--- src/rtl/core/dfbp_pkg.sv ---
package dfbp_pkg;

	localparam logic [7:0] FIXED_LEN  = 8'd236;
	localparam logic [7:0] OPTS_START = 8'd240;
	localparam logic [7:0] COOKIE_A   = 8'h63;
	localparam logic [7:0] COOKIE_B   = 8'h82;
	localparam logic [7:0] COOKIE_C   = 8'h53;
	localparam int         BCAST_BIT  = 7;
	localparam logic [7:0] OPT_PAD    = 8'd0;
	localparam logic [7:0] OPT_END    = 8'd255;

	localparam logic [7:0] CHADDR_START = 8'd28;
	localparam logic [7:0] SNAME_START  = 8'd44;
	localparam logic [7:0] FILE_START   = 8'd108;

	// record kinds
	localparam logic [2:0] KIND_HEADER    = 3'd0;
	localparam logic [2:0] KIND_NAME      = 3'd1;
	localparam logic [2:0] KIND_OPT_START = 3'd2;
	localparam logic [2:0] KIND_OPT_DATA  = 3'd3;
	localparam logic [2:0] KIND_STATUS    = 3'd4;

	// field ids
	localparam logic [3:0] FID_OP     = 4'd0;
	localparam logic [3:0] FID_HTYPE  = 4'd1;
	localparam logic [3:0] FID_HLEN   = 4'd2;
	localparam logic [3:0] FID_HOPS   = 4'd3;
	localparam logic [3:0] FID_XID    = 4'd4;
	localparam logic [3:0] FID_SECS   = 4'd5;
	localparam logic [3:0] FID_BCAST  = 4'd6;
	localparam logic [3:0] FID_CIADDR = 4'd7;
	localparam logic [3:0] FID_YIADDR = 4'd8;
	localparam logic [3:0] FID_SIADDR = 4'd9;
	localparam logic [3:0] FID_GIADDR = 4'd10;
	localparam logic [3:0] FID_CHADDR = 4'd11;
	localparam logic [3:0] FID_SNAME  = 4'd12;
	localparam logic [3:0] FID_FILE   = 4'd13;

	// frame status codes
	localparam logic [1:0] ST_OK         = 2'd0;
	localparam logic [1:0] ST_SHORT      = 2'd1;
	localparam logic [1:0] ST_BAD_COOKIE = 2'd2;
	localparam logic [1:0] ST_NO_END     = 2'd3;

	localparam int QDEPTH = 4;
	localparam int QAW    = $clog2(QDEPTH);

	typedef enum logic [1:0] {
		PH_CODE = 2'd0,
		PH_LEN  = 2'd1,
		PH_DATA = 2'd2
	} opt_phase_t;

	typedef struct packed {
		logic [2:0]  record_kind;
		logic [3:0]  field_id;
		logic [31:0] field_value;
		logic [7:0]  byte_offset;
		logic [7:0]  option_code;
		logic [7:0]  option_length;
		logic [1:0]  frame_status;
		logic        last;
	} rec_t;

	// results of one byte: at most one data record, then maybe the status
	typedef struct packed {
		logic       has_data;
		rec_t       data;
		logic       has_status;
		logic [1:0] status;
	} entry_t;

	typedef struct packed {
		logic   push;
		entry_t entry;
	} push_t;

endpackage

--- src/rtl/core/dfbp_front.sv ---
module dfbp_front
	import dfbp_pkg::*;
(
	input  logic       clk,
	input  logic       arst_n,
	input  logic       in_valid,
	input  logic       in_stall,
	input  logic [7:0] data_byte,
	input  logic       frame_end,
	input  logic       cfg_wr_en,
	input  logic       cfg_wr_data,
	output push_t      push
);

	logic       emit_q;
	logic [7:0] pos_q, pos_d;
	logic [23:0] acc_q;
	opt_phase_t phase_q, phase_d;
	logic [7:0] code_q, code_d;
	logic [7:0] len_q, len_d;
	logic [7:0] idx_q, idx_d;
	logic       cookie_q, cookie_d;
	logic       ended_q, ended_d;

	logic        accept;
	logic [31:0] acc32;
	logic        hdr_hit;
	logic [3:0]  hdr_fid;
	logic [31:0] hdr_val;
	logic [7:0]  want;
	logic [7:0]  idx_inc;
	rec_t        rec;
	logic        has_data;
	logic [1:0]  status;

	assign accept = in_valid && !in_stall;
	assign acc32  = {acc_q, data_byte};
	assign idx_inc = idx_q + 8'd1;

	always_comb begin
		hdr_hit = 1'b1;
		hdr_fid = FID_OP;
		hdr_val = 32'd0;
		case (pos_q)
			8'd0: begin hdr_fid = FID_OP;     hdr_val = {24'd0, data_byte}; end
			8'd1: begin hdr_fid = FID_HTYPE;  hdr_val = {24'd0, data_byte}; end
			8'd2: begin hdr_fid = FID_HLEN;   hdr_val = {24'd0, data_byte}; end
			8'd3: begin hdr_fid = FID_HOPS;   hdr_val = {24'd0, data_byte}; end
			8'd7: begin hdr_fid = FID_XID;    hdr_val = acc32; end
			8'd9: begin hdr_fid = FID_SECS;   hdr_val = {16'd0, acc32[15:0]}; end
			8'd10: begin
				hdr_fid = FID_BCAST;
				hdr_val = {31'd0, data_byte[BCAST_BIT]};
			end
			8'd15: begin hdr_fid = FID_CIADDR; hdr_val = acc32; end
			8'd19: begin hdr_fid = FID_YIADDR; hdr_val = acc32; end
			8'd23: begin hdr_fid = FID_SIADDR; hdr_val = acc32; end
			8'd27: begin hdr_fid = FID_GIADDR; hdr_val = acc32; end
			default: hdr_hit = 1'b0;
		endcase
	end

	always_comb begin
		case (pos_q)
			8'd236:  want = COOKIE_A;
			8'd237:  want = COOKIE_B;
			8'd238:  want = COOKIE_C;
			default: want = COOKIE_A;
		endcase
	end

	always_comb begin
		pos_d    = pos_q;
		phase_d  = phase_q;
		code_d   = code_q;
		len_d    = len_q;
		idx_d    = idx_q;
		cookie_d = cookie_q;
		ended_d  = ended_q;
		rec      = '0;
		has_data = 1'b0;

		if (pos_q < FIXED_LEN) begin
			if (hdr_hit) begin
				has_data        = 1'b1;
				rec.record_kind = KIND_HEADER;
				rec.field_id    = hdr_fid;
				rec.field_value = hdr_val;
			end else if (emit_q && pos_q >= CHADDR_START) begin
				has_data        = 1'b1;
				rec.record_kind = KIND_NAME;
				rec.field_value = {24'd0, data_byte};
				if (pos_q < SNAME_START) begin
					rec.field_id    = FID_CHADDR;
					rec.byte_offset = pos_q - CHADDR_START;
				end else if (pos_q < FILE_START) begin
					rec.field_id    = FID_SNAME;
					rec.byte_offset = pos_q - SNAME_START;
				end else begin
					rec.field_id    = FID_FILE;
					rec.byte_offset = pos_q - FILE_START;
				end
			end
		end else if (pos_q < OPTS_START) begin
			if (pos_q == FIXED_LEN) begin
				cookie_d = (data_byte == want);
			end else if (data_byte != want) begin
				cookie_d = 1'b0;
			end
		end else if (cookie_q && !ended_q) begin
			unique case (phase_q)
				PH_LEN: begin
					has_data          = 1'b1;
					rec.record_kind   = KIND_OPT_START;
					rec.option_code   = code_q;
					rec.option_length = data_byte;
					len_d   = data_byte;
					idx_d   = 8'd0;
					phase_d = (data_byte == 8'd0) ? PH_CODE : PH_DATA;
				end
				PH_DATA: begin
					has_data          = 1'b1;
					rec.record_kind   = KIND_OPT_DATA;
					rec.field_value   = {24'd0, data_byte};
					rec.byte_offset   = idx_q;
					rec.option_code   = code_q;
					rec.option_length = len_q;
					idx_d = idx_inc;
					if (idx_inc >= len_q) phase_d = PH_CODE;
				end
				default: begin
					// unused phase code behaves as expect code
					if (data_byte == OPT_END) begin
						ended_d = 1'b1;
						phase_d = PH_CODE;
					end else if (data_byte != OPT_PAD) begin
						code_d  = data_byte;
						phase_d = PH_LEN;
					end else begin
						phase_d = PH_CODE;
					end
				end
			endcase
		end

		if (pos_q < OPTS_START) pos_d = pos_q + 8'd1;

		if (pos_d < FIXED_LEN)                   status = ST_SHORT;
		else if (pos_d == FIXED_LEN)             status = ST_OK;
		else if (pos_d < OPTS_START || !cookie_d) status = ST_BAD_COOKIE;
		else                                     status = ended_d ? ST_OK : ST_NO_END;
	end

	always_comb begin
		push.entry.has_data   = has_data;
		push.entry.data       = rec;
		push.entry.has_status = frame_end;
		push.entry.status     = status;
		push.push             = accept && (has_data || frame_end);
	end

	always_ff @(posedge clk or negedge arst_n) begin
		if (!arst_n) begin
			emit_q <= 1'b1;
		end else if (cfg_wr_en) begin
			emit_q <= cfg_wr_data;
		end
	end

	always_ff @(posedge clk or negedge arst_n) begin
		if (!arst_n) begin
			pos_q    <= 8'd0;
			acc_q    <= 24'd0;
			phase_q  <= PH_CODE;
			code_q   <= 8'd0;
			len_q    <= 8'd0;
			idx_q    <= 8'd0;
			cookie_q <= 1'b0;
			ended_q  <= 1'b0;
		end else if (accept) begin
			if (frame_end) begin
				pos_q    <= 8'd0;
				acc_q    <= 24'd0;
				phase_q  <= PH_CODE;
				code_q   <= 8'd0;
				len_q    <= 8'd0;
				idx_q    <= 8'd0;
				cookie_q <= 1'b0;
				ended_q  <= 1'b0;
			end else begin
				pos_q    <= pos_d;
				acc_q    <= acc32[23:0];
				phase_q  <= phase_d;
				code_q   <= code_d;
				len_q    <= len_d;
				idx_q    <= idx_d;
				cookie_q <= cookie_d;
				ended_q  <= ended_d;
			end
		end
	end

endmodule

--- src/rtl/core/dfbp_queue.sv ---
module dfbp_queue
	import dfbp_pkg::*;
(
	input  logic   clk,
	input  logic   arst_n,
	input  push_t  push,
	input  logic   pop,
	output logic   full,
	output logic   empty,
	output entry_t head
);

	entry_t         mem_q [QDEPTH];
	logic [QAW-1:0] wr_ptr_q;
	logic [QAW-1:0] rd_ptr_q;
	logic [QAW:0]   count_q;
	logic           do_pop;

	assign full   = (count_q == (QAW+1)'(QDEPTH));
	assign empty  = (count_q == '0);
	assign head   = mem_q[rd_ptr_q];
	assign do_pop = pop && !empty;

	always_ff @(posedge clk) begin
		if (push.push) mem_q[wr_ptr_q] <= push.entry;
	end

	always_ff @(posedge clk or negedge arst_n) begin
		if (!arst_n) begin
			wr_ptr_q <= '0;
			rd_ptr_q <= '0;
			count_q  <= '0;
		end else begin
			if (push.push) wr_ptr_q <= wr_ptr_q + QAW'(1);
			if (do_pop)    rd_ptr_q <= rd_ptr_q + QAW'(1);
			if (push.push && !do_pop)      count_q <= count_q + (QAW+1)'(1);
			else if (!push.push && do_pop) count_q <= count_q - (QAW+1)'(1);
		end
	end

endmodule

--- src/rtl/core/dfbp_back.sv ---
module dfbp_back
	import dfbp_pkg::*;
(
	input  logic   clk,
	input  logic   arst_n,
	input  logic   empty,
	input  entry_t head,
	output logic   pop,
	input  logic   out_stall,
	output logic   out_valid,
	output rec_t   out_rec
);

	logic       valid_q;
	rec_t       rec_q;
	logic       pend_q;
	logic [1:0] pend_st_q;
	logic       out_free;
	rec_t       st_rec;

	assign out_free  = !valid_q || !out_stall;
	assign pop       = out_free && !pend_q && !empty;
	assign out_valid = valid_q;
	assign out_rec   = rec_q;

	always_comb begin
		st_rec              = '0;
		st_rec.record_kind  = KIND_STATUS;
		st_rec.last         = 1'b1;
		st_rec.frame_status = pend_q ? pend_st_q : head.status;
	end

	always_ff @(posedge clk or negedge arst_n) begin
		if (!arst_n) begin
			valid_q <= 1'b0;
			pend_q  <= 1'b0;
		end else if (out_free) begin
			if (pend_q) begin
				valid_q <= 1'b1;
				pend_q  <= 1'b0;
			end else if (!empty) begin
				valid_q <= 1'b1;
				pend_q  <= head.has_data && head.has_status;
			end else begin
				valid_q <= 1'b0;
			end
		end
	end

	always_ff @(posedge clk) begin
		if (out_free) begin
			if (pend_q) begin
				rec_q <= st_rec;
			end else if (!empty) begin
				rec_q     <= head.has_data ? head.data : st_rec;
				pend_st_q <= head.status;
			end
		end
	end

endmodule

--- src/rtl/core/dhcp_frame_byte_parser.sv ---
// channel  | handshake            | payload
// ---------+----------------------+--------------------------------------------
// input    | in_valid / in_stall  | data_byte, frame_end
// output   | out_valid / out_stall| record_kind .. last, one record per transaction
// config   | cfg_wr_en            | cfg_wr_data (emit_name_bytes)
//
// one input byte per cycle when not stalled; the front end classifies it combinationally
// a byte yields zero, one or two records; the output register sends one record per cycle
// unless out_stall holds it, so a data record plus the frame status go out as two records
// a four-entry queue between front end and output decouples both sides; in_stall rises
// only while the queue is full
// reset (arst_n low) clears frame state, empties the queue, and sets emit_name_bytes to 1
module dhcp_frame_byte_parser
	import dfbp_pkg::*;
(
	input  logic        clk,
	input  logic        arst_n,
	// byte input
	input  logic        in_valid,
	output logic        in_stall,
	input  logic [7:0]  data_byte,
	input  logic        frame_end,
	// record output
	output logic        out_valid,
	input  logic        out_stall,
	output logic [2:0]  record_kind,
	output logic [3:0]  field_id,
	output logic [31:0] field_value,
	output logic [7:0]  byte_offset,
	output logic [7:0]  option_code,
	output logic [7:0]  option_length,
	output logic [1:0]  frame_status,
	output logic        last,
	// configuration
	input  logic        cfg_wr_en,
	input  logic        cfg_wr_data
);

	push_t  push;
	logic   q_full;
	logic   q_empty;
	logic   q_pop;
	entry_t q_head;
	rec_t   rec;

	// front end may push every cycle, so stall whenever no slot is free
	assign in_stall = q_full;

	dfbp_front u_front (
		.clk        (clk),
		.arst_n     (arst_n),
		.in_valid   (in_valid),
		.in_stall   (in_stall),
		.data_byte  (data_byte),
		.frame_end  (frame_end),
		.cfg_wr_en  (cfg_wr_en),
		.cfg_wr_data(cfg_wr_data),
		.push       (push)
	);

	// per-byte result entries waiting to be serialized
	dfbp_queue u_queue (
		.clk   (clk),
		.arst_n(arst_n),
		.push  (push),
		.pop   (q_pop),
		.full  (q_full),
		.empty (q_empty),
		.head  (q_head)
	);

	// sends an entry's data record, if any, then its status record, if any
	dfbp_back u_back (
		.clk      (clk),
		.arst_n   (arst_n),
		.empty    (q_empty),
		.head     (q_head),
		.pop      (q_pop),
		.out_stall(out_stall),
		.out_valid(out_valid),
		.out_rec  (rec)
	);

	assign record_kind   = rec.record_kind;
	assign field_id      = rec.field_id;
	assign field_value   = rec.field_value;
	assign byte_offset   = rec.byte_offset;
	assign option_code   = rec.option_code;
	assign option_length = rec.option_length;
	assign frame_status  = rec.frame_status;
	assign last          = rec.last;

endmodule

--- config.mk ---
export PLATFORM = sky130hd
export DESIGN_NAME = dhcp_frame_byte_parser
export DESIGN_NICKNAME = d
export VERILOG_FILES = /design/src/rtl/core/dfbp_pkg.sv /design/src/rtl/core/dfbp_front.sv /design/src/rtl/core/dfbp_queue.sv /design/src/rtl/core/dfbp_back.sv /design/src/rtl/core/dhcp_frame_byte_parser.sv
export SDC_FILE = /design/constraint.sdc
export NUM_CORES = 1
export LEC_CHECK = 0
export ABC_AREA = 1
export BUFFER_PORTS_ARGS = -buffer_cell sky130_fd_sc_hd__buf_2
export CORE_MARGIN = 3
export CORE_UTILIZATION = 30
export CTS_BUF_LIST = sky130_fd_sc_hd__clkbuf_4 sky130_fd_sc_hd__clkbuf_8 sky130_fd_sc_hd__clkbuf_16
export CTS_CLUSTER_SIZE = 30
export DETAILED_ROUTE_END_ITERATION = 8
export GPL_TIMING_DRIVEN = 0
export PLACE_DENSITY = 0.47
export REMOVE_ABC_BUFFERS = 1
export SLEW_MARGIN = 15
export SYNTH_ARGS = -nofsm -noshare
export SYNTH_HDL_FRONTEND = slang
export SYNTH_SLANG_ARGS = --single-unit
export TNS_END_PERCENT = 50
--- constraint.sdc ---
create_clock -name clk -period 6 [get_ports clk]
set_input_delay 1.2 -clock clk [delete_from_list [all_inputs] [get_ports clk]]
set_output_delay 1.2 -clock clk [all_outputs]
set_load 0.005 [all_outputs]
**Yosys cells after proc, flatten, opt, wreduce, memory -nomap -nowiden**

Memories as Yosys holds them, arrays and structs flattened.
Cells that the tools add are included.

- Bitwise gates (word level): 2
- Add/sub/neg operators: 9
- Eq/ne operators: 26
- Magnitude comparators: 8
- Reduce and logical (&&, ||, !) cells: 41
- Muxes and demuxes: 84

Operator list:

| cell | count |
|---|---|
| two-way mux 8 bit | 21 |
| two-way mux 66 bit | 2 |
| case mux 32 bit (4 select lines) | 1 |
| two-way mux 56 bit | 2 |
| two-way mux 45 bit | 1 |
| equality test 8 bit (second input constant) | 5 |
| two-way mux 40 bit | 1 |
| case mux 4 bit (10 select lines) | 1 |
| two-way mux 37 bit | 1 |
| less-than comparator 8 bit (second input constant) | 4 |
| two-way mux 16 bit | 2 |
| case mux 16 bit (2 select lines) | 1 |
| case mux 8 bit (2 select lines) | 2 |
| two-way mux 1 bit | 27 |
| equality test 8 x 4 -> 1 bit (second input constant) | 3 |
| equality test 8 x 5 -> 1 bit (second input constant) | 3 |
| two-way mux 24 bit | 1 |
| two-way mux 2 bit | 11 |
| two-way mux 3 bit | 7 |
| adder 8 x 1 -> 8 bit (second input constant) | 2 |
| equality test 8 x 2 -> 1 bit (second input constant) | 2 |
| zero test 8 bit | 2 |
| AND reduction 5 bit | 3 |
| OR reduction 11 bit | 1 |
| other kinds (36) | 64 |

- Logic and storage cells: 194
- Register bits: 138
- Output and inout port bits: 68
- Memories kept: 1
- RAM bits: 268

Memories:

| memory | words | bits a word | rd ports | clocked after Yosys merged registers in | write ports | RTL line | RTL |
|---|---|---|---|---|---|---|---|
| u_queue.mem_q | 4 | 67 | 1 | 0 | 1 | dfbp_queue.sv:13 | `entry_t mem_q [QDEPTH];` |

**Longest topological paths before layout**

Gate-level depths: netlist of run 1.

- Depth after elaboration: 12
- Mapped depth: 18

**By module**

Synthesis of run 1 repeated with hierarchy kept, for this count alone.

- Cell total of the unflattened synthesis: 1711
- Area, all modules: 18587.8 um^2

By module, submodules not included:

| module | seq. area each (um^2) | area an instance (um^2) | cells an instance | instances |
|---|---|---|---|---|
| dfbp_queue | 8583.2 | 11622.4 | 873 | 1 |
| dfbp_front | 1527.7 | 4214.0 | 605 | 1 |
| dfbp_back | 2092.0 | 2751.4 | 233 | 1 |

**Least setup slack after synthesis of run 1**

No wires, ideal clock.

- Path type: input port to flip-flop
- From: input port in_valid
- To: memory u_queue.mem_q[0][0] (netlist name) (enable)
- Cell stages on the path: 4
- Path buffers: 0
- Arrival time: 4.326 ns
- Setup slack: 1.183 ns
- Library setup time: 0.490 ns
- Cell sequence: inv_1 nor2_4 nand2_2 nor2_1

- Word-level cells in the longest chain between the ends: 4

RTL lines:

| item | RTL line | RTL |
|---|---|---|
| from (decl) | dhcp_frame_byte_parser.sv:19 | `input logic in_valid,` |
| logical AND 1 bit | dfbp_front.sv:36 | `assign accept = in_valid && !in_stall;` |
| logical AND 1 bit | dfbp_front.sv:159 | `push.push = accept && (has_data \|\| frame_end);` |
| two-way mux 1 bit | dfbp_queue.sv:25 | `if (push.push) mem_q[wr_ptr_q] <= push.entry;` |
| two-way mux 1 bit (implied by the code) | dfbp_queue.sv:25 |  |
| to (decl) | dfbp_queue.sv:13 |  |

No other way between the ends.

**Worst setup path after layout of run 1**

- From: register u_front.pos_q[5]
- To: memory u_queue.mem_q[1][35] (netlist name) (enable)

- Word-level cells in the longest chain between the ends: 9
- Elaborated cells on any way between the ends: 25

RTL lines:

| item | RTL line | RTL |
|---|---|---|
| from (decl) | dfbp_front.sv:16 | `logic [7:0] pos_q, pos_d;` |
| from (signal assigned) | dfbp_front.sv:191 | `pos_q <= pos_d;` |
| greater-or-equal comparator 8 x 5 -> 1 bit (tied with other cells) | dfbp_front.sv:89 | `end else if (emit_q && pos_q >= CHADDR_START) begin` |
| logical AND 1 bit or OR reduction 11 bit (tied branches) | -- |  |
| two-way mux 1 bit, on equally long branches | dfbp_front.sv:89, dfbp_front.sv:44 |  |
| two-way mux 1 bit | dfbp_front.sv:84 | `if (hdr_hit) begin` |
| two-way mux 1 bit (*) | dfbp_front.sv:83 | `if (pos_q < FIXED_LEN) begin` |
| logical OR 1 bit (*) | dfbp_front.sv:159 |  |
| logical AND 1 bit (*) | dfbp_front.sv:159 |  |
| two-way mux 1 bit (*) | dfbp_queue.sv:25 |  |
| two-way mux 1 bit (implied by the code) (*) | dfbp_queue.sv:25 |  |

Mark *: on every way between the ends. The rest lies on a longest branch, timed or not.

==> results of run 1 <==
cell usage after synthesis (all sizes together):
cell type / count
edfxtp: 332
buf: 23
o22ai: 23
a211oi: 1
a21boi: 1
inv: 135
a31oi: 2
ha: 26
nand4: 14
a21oi: 84
o21ai: 190
nand3: 32
dfstp: 1
a32o: 1
mux2: 2
or2: 6
xor2: 8
o31ai: 2
clkbuf: 42
dfrtp: 69
o21bai: 2
nor4: 1
nor3: 9
nor2: 334
nand2: 184
fa: 1
xnor2: 2
o2111a: 1
nor3b: 3
metrics by stage:
stage               worst slack [ns]  std cells  instance area [sq um]
finish                          2.45       2405                  20300
global placement               -4.87       2296                  18100
CTS                             2.36       2403                  20300
detailed placement              2.17       2317                  18600
global route                    2.07       2403                  20300
floorplan                      0.520       1466                  16700
critical path, stage by stage (launching register included):
cell and delay, ns:
dfrtp_1 0.56, nand2_1 0.21, nor2_8 0.20, inv_2 0.11
nor3_4 0.41, inv_2 0.25, nand4_2 0.22, nand2_2 0.19
nor2_4 0.61, buf_12 0.27, buf_16 0.18
area by class of cell:
| type | count | share of cell area, % |
|---|---|---|
| Sequential cell | 402 | 57.9 |
| Multi-Input combinational cell | 929 | 22.4 |
| Clock buffer | 68 | 6.89 |
| Timing Repair Buffer | 103 | 4.63 |
| Tap cell | 748 | 4.62 |
| Inverter | 135 | 2.55 |
| Clock inverter | 18 | 1.03 |
| Antenna cell | 2 | 0.0247 |
state kept, by name, summed over array words and instances (netlist names):
name	flops
u_front.ended_q	1
u_back.out_rec	66
u_front.phase_q	2
u_back.out_valid	1
u_front.code_q	8
u_queue.wr_ptr_q	2
u_front.emit_q	1
u_front.cookie_q	1
u_front.acc_q	24
u_back.pend_st_q	2
u_queue.mem_q	264
u_front.len_q	8
u_front.pos_q	8
u_queue.rd_ptr_q	2
u_front.idx_q	8
u_back.pend_q	1
u_queue.count_q	3
routing by layer:
| metal | track usage, % | wire length, um |
|---|---|---|
| met2 | 23.3 | 19800 |
| met5 | 0 | 23 |
| met1 | 18.9 | 19300 |
| met3 | 3.39 | 1990 |
| met4 | 3.77 | 873 |
report_power, final:
part           internal [mW]  switching [mW]  leakage (nW)
clock                   1.76            1.15         0.799
sequential              3.96           0.268          4.07
combinational          0.984            1.94          2.94
total                   6.70            3.35          7.81
worst max-delay path by stage:
stage	cells past startpoint	to	start	slack (ns)
2_1_floorplan	4	u_back.out_rec[65]$_SDFFCE_PP1P_	u_queue.rd_ptr_q[0]$_DFFE_PN0P_	0.52
3_3_place_gp	5	u_back.out_rec[3]$_SDFFCE_PP0P_	u_queue.rd_ptr_q[0]$_DFFE_PN0P_	-4.87
3_5_place_dp	7	u_queue.mem_q[1][48]$_DFFE_PP_	in_valid	2.17
4_1_cts	10	u_queue.mem_q[1][35]$_DFFE_PP_	u_front.pos_q[5]$_DFFE_PN0P_	2.36
5_1_grt	10	u_queue.mem_q[1][35]$_DFFE_PP_	u_front.pos_q[5]$_DFFE_PN0P_	2.07
6_report	10	u_queue.mem_q[1][35]$_DFFE_PP_	u_front.pos_q[5]$_DFFE_PN0P_	2.45
cells by family after synthesis:
family	after synthesis	synth area share, %
buf+inv	200	4.70
fa+ha+maj	27	2.03
mux	2	0.132
flops	402	68.9
compound gates	307	9.61
xor+xnor	10	0.515
simple gates	583	14.1
==> flow_summary.ini, run 1 <==
[logic_synthesis]
synthesis.area_sq_um = 17000
netlist_instances = 1531
yosysUniqueCellTypes = 48
synth_top_cell_by_area = edfxtp_1
yosysWarnings = 0
ys_seq_area_share_pct = 68.9
synthDominantCellAreaShare_pct = 58.6
syn_avg_cell_area_sq_um = 11.1
synth-seq-cells = 402
post_synth_main_area_contributors = edfxtp_1 59%, dfrtp_1 10%, nor2_1 7.2%

[floorplanning]
die-width_um = 244
fp-row-count = 86
floorplan.die.height_um = 244
fp.dieArea_sq_um = 59600
core_area_sq_um = 55600
initial_core_util_pct = 30.6
io-pin-count = 83

[pwr]
total_power_mw = 10.1
irDropWorstVdd_v = 0.000225
power.density_cell_area_nw_per_um2 = 496
power.static_leakage_nw = 7.81

[place]
hpwl_um = 27800
place.gp.congestion = 0.826
portBuffers = 82

[worst_setup_path]
end_kind = flop
timing.setup.critical_path_class = reg2reg
worst_reg2reg_path_endpoint = u_queue.mem_q[1][35]$_DFFE_PP_
timing.rr.start = u_front.pos_q[5]$_DFFE_PN0P_
timing.critical_path.fanout_max = 17
timing.reg2reg.worst_path_depth = 10
worst-endpoint-required_ns = 6.27
ff2ff_setup_slack_ns = 2.45
worstPathArrival_ns = 3.83
startpoint_type = flop

[sta]
clock-skew-final_ns = 0.0125
fin_hold_ws_ns = 0.474
grt_setup_unrepaired = no
finalCriticalPeriod_ns = 3.55
setup_viol = 0
timing.final.crit_share_pct = 59.2
timing.setup.tns_ns = 0
timing.max_slew.rel_slack_pct = 40.9
worstMarginPinSlew_ns = 0.885
fmaxAchievable_mhz = 282
report.final.hold_viol_count = 0
timing_max_transition_violations_final = 0

[cts]
post_cts.resized_instances = 0
ctsHtreeMaxLevel = 2
hold_buffers = 0
cts-root-buf = clkbuf_16
register_clock_pin_slew_on_the_reported_worst_setup_and_hold_paths_ns = 0.06
later_pin_clock_latency_in_the_skew_report_ns = 0.58
tritoncts = done
cts-root-to-sink-buffers = 3
post_cts_buffers = 0
number_of_buffers_created_by_cts = 46
tritoncts_num_sinks = 402

[drt]
total_wire_length_um = 42000
wire_per_inst_um = 17.5
post_detailed_route_drc_marker_count = 0
1st_iter_drt_viols = 653
num_vias = 11000
firstDrtPassIters = 5
antenna_left = 0
route.detailed.vias_per_inst = 4.56

[cells_and_area]
register_area_sq_um = 11700
post-route-util_pct = 36.4
nets = 1659
fillers = 5506
multi_input_comb_area_sq_um = 4530
final_cell_mix = 332 x edfxtp_1, 323 x nor2_1, 187 x o21ai_0, 178 x nand2_1, 127 x inv_1
synthToLayoutAreaGrowth_pct = 19.0
layout.cells.most_common = edfxtp_1
final_layout_size_suffix_gt1_share_pct = 14.1

[grt]
first_global_vias = 11200
grt_max_degree = 87
grt_use_total_pct = 14.2
grt_first_pass_wirelength_um = 65800
grt_overflow = 0
grt_antenna_before_repair = 4

[worst_hold_path]
hold_path_end = u_front.code_q[5]$_DFFE_PN0P_
hold_path_class = reg2reg
hold_crit_depth = 2
timing.hold.worst.start = u_front.code_q[5]$_DFFE_PN0P_

[job]
drv_cap = 0

[run_status]
status = completed
(Power assumes the default switching activity.)
==> run 2, diff against run 1 <==
==> constraint.sdc (replaced) <==
create_clock -name clk -period 3.5 [get_ports clk]
set_input_delay 0.7 -clock clk [delete_from_list [all_inputs] [get_ports clk]]
set_output_delay 0.7 -clock clk [all_outputs]
set_load 0.005 [all_outputs]
==> flow_summary.ini, run 2 (same netlist as run 1, synthesis figures left out) <==
[cts]
tritoncts_num_sinks = 402
register_clock_pin_slew_on_the_reported_worst_setup_and_hold_paths_ns = 0.06
tritoncts = done
ctsHtreeMaxLevel = 2
cts-root-buf = clkbuf_16
number_of_buffers_created_by_cts = 46
later_pin_clock_latency_in_the_skew_report_ns = 0.58
cts-root-to-sink-buffers = 3

[sta]
report.final.hold_viol_count = 0
fin_hold_ws_ns = 0.382
grt_setup_unrepaired = no
setup_viol = 0
worstMarginPinSlew_ns = 0.914
timing.max_slew.rel_slack_pct = 38.9
timing.final.crit_share_pct = 92.0
setup_ws_ns = 0.281
timing_max_transition_violations_final = 0
clock-skew-final_ns = 0.00965
finalCriticalPeriod_ns = 3.22
fmaxAchievable_mhz = 311

[cells_and_area]
multi_input_comb_area_sq_um = 4540
nets = 1672
register_area_sq_um = 11700
largest_register = u_queue.mem_q
final_layout_size_suffix_gt1_share_pct = 15.0
largest_reg_flops = 264
fillers = 5491
final_cell_mix = 332 x edfxtp_1, 321 x nor2_1, 187 x o21ai_0, 178 x nand2_1, 127 x inv_1
synthToLayoutAreaGrowth_pct = 19.8
layout.cells.most_common = edfxtp_1

[grt]
grt_first_pass_wirelength_um = 66100
grt_use_total_pct = 14.3
grt_overflow = 0
first_global_vias = 11200
grt_max_degree = 87
grt_antenna_before_repair = 4

[worst_setup_path]
critPathTopFamily = simple AND/OR/NAND/NOR gates
worstPathCellList = inv_1 > ha_1 > nand4_1 > nand2_1 > nor2_1 > nand2_1 > nor2_4 > nand4_2 > nand2_4 > inv_1 > ha_1 > inv_1 > fa_1 > mux2_2
timing.setup.critical_path_class = reg2reg
worstPathArrival_ns = 3.68
end_kind = flop
critical_path_buf_inv_count = 3
timing.critical_path.fanout_max = 8
critPathMaxStageDelay_ns = 0.51
critical-path-top-cell-by-count = inv_1
startpoint_type = flop
critical_path.slowest_cell = dfrtp_1
worst-endpoint-required_ns = 3.96

[drt]
total_wire_length_um = 42200
antenna_left = 0
num_vias = 11100
firstDrtPassIters = 7
wire_per_inst_um = 17.5
post_detailed_route_drc_marker_count = 0
route.detailed.vias_per_inst = 4.58
1st_iter_drt_viols = 681

[floorplanning]
io-pin-count = 83
fp.dieArea_sq_um = 59600
initial_core_util_pct = 30.6
die-width_um = 244
floorplan.die.height_um = 244
core_area_sq_um = 55600
fp-row-count = 86

[job]
drv_cap = 0

[pwr]
total_power_mw = 17.3
power.density_cell_area_nw_per_um2 = 850
irDropWorstVdd_v = 0.000384
power.static_leakage_nw = 7.88

[worst_hold_path]
hold_path_class = in2reg

[place]
place.gp.congestion = 0.826
portBuffers = 82
detailedPlace.worstSlack_ns = -0.128
hpwl_um = 27800

[run_status]
status = completed
run 2: cell count changes in the layout (fill, tap and decap cells not counted), sizes merged:
| cell | before | now |
|---|---|---|
| dlygate4sd3 | 0 | 1 |
| buf | 103 | 115 |
run 2: layout make-up:
cell class / count / area share, %
antenna: 2 / 0.0245
clock inverter: 18 / 1.02
clock buffer: 68 / 6.84
timing repair buffer: 116 / 5.21
tap: 748 / 4.59
sequential: 402 / 57.5
multi-input combinational: 929 / 22.3
inverter: 135 / 2.53
run 2: power breakdown:
group	internal, mW	switching, mW	total, mW
Clock	3.02	1.98	4.99
Combinational	1.76	3.35	5.11
Sequential	6.79	0.458	7.24
run 2: worst paths after layout:
kind,start,end,slack [ns],depth (start not counted)
max,u_front.pos_q[0]$_DFFE_PN0P_,u_queue.count_q[1]$_DFFE_PN0P_,0.28,14
min,out_stall,u_back.out_valid$_DFFE_PN0N_,0.38,3
max reg2reg,u_front.pos_q[0]$_DFFE_PN0P_,u_queue.count_q[1]$_DFFE_PN0P_,0.28,14
min reg2reg,u_front.code_q[5]$_DFFE_PN0P_,u_front.code_q[5]$_DFFE_PN0P_,0.47,2
max in group asynchronous,arst_n,u_front.pos_q[4]$_DFFE_PN0P_,2.35,3
min in group asynchronous,arst_n,u_back.out_valid$_DFFE_PN0N_,0.55,2
run 2: per-layer routing:
metal  wire (um)  up-vias  global-route usage (%)
met1       19500     5410                    19.1
met2       19800      156                    23.4
met5          23        -                       0
met4         873        4                    3.77
met3        1980       62                    3.39
li1            -     5448                       -
run 2: timing repair:
item / in CTS / in global routing
pin swaps: 3 / 1
gates cloned: 0 / 0
hold buffers: 1 / 0
hold endpoints to repair: 15 / 0
gates resized for setup: 2 / 3
setup buffers: 11 / 1
endpoints found under the setup margin: 74 / 42
run 2: tightest hold or removal path, cell delays in order:
cell     delay (ns)
buf_2          0.09
a21oi_1        0.06
nand2_1        0.07
run 2: per-stage QoR:
step | instances | cell area [sq um] | setup TNS (ns) | utilization, %
2_1_floorplan | 1466 | 16700 | -476.36 | -
3_3_place_gp | 2296 | 18100 | -1725.12 | 32.5
3_5_place_dp | 2317 | 18600 | -5.11 | 33.5
4_1_cts | 2415 | 20400 | -0.000728 | 36.6
5_1_grt | 2416 | 20400 | 0 | 36.7
6_report | 2418 | 20400 | 0 | 36.7
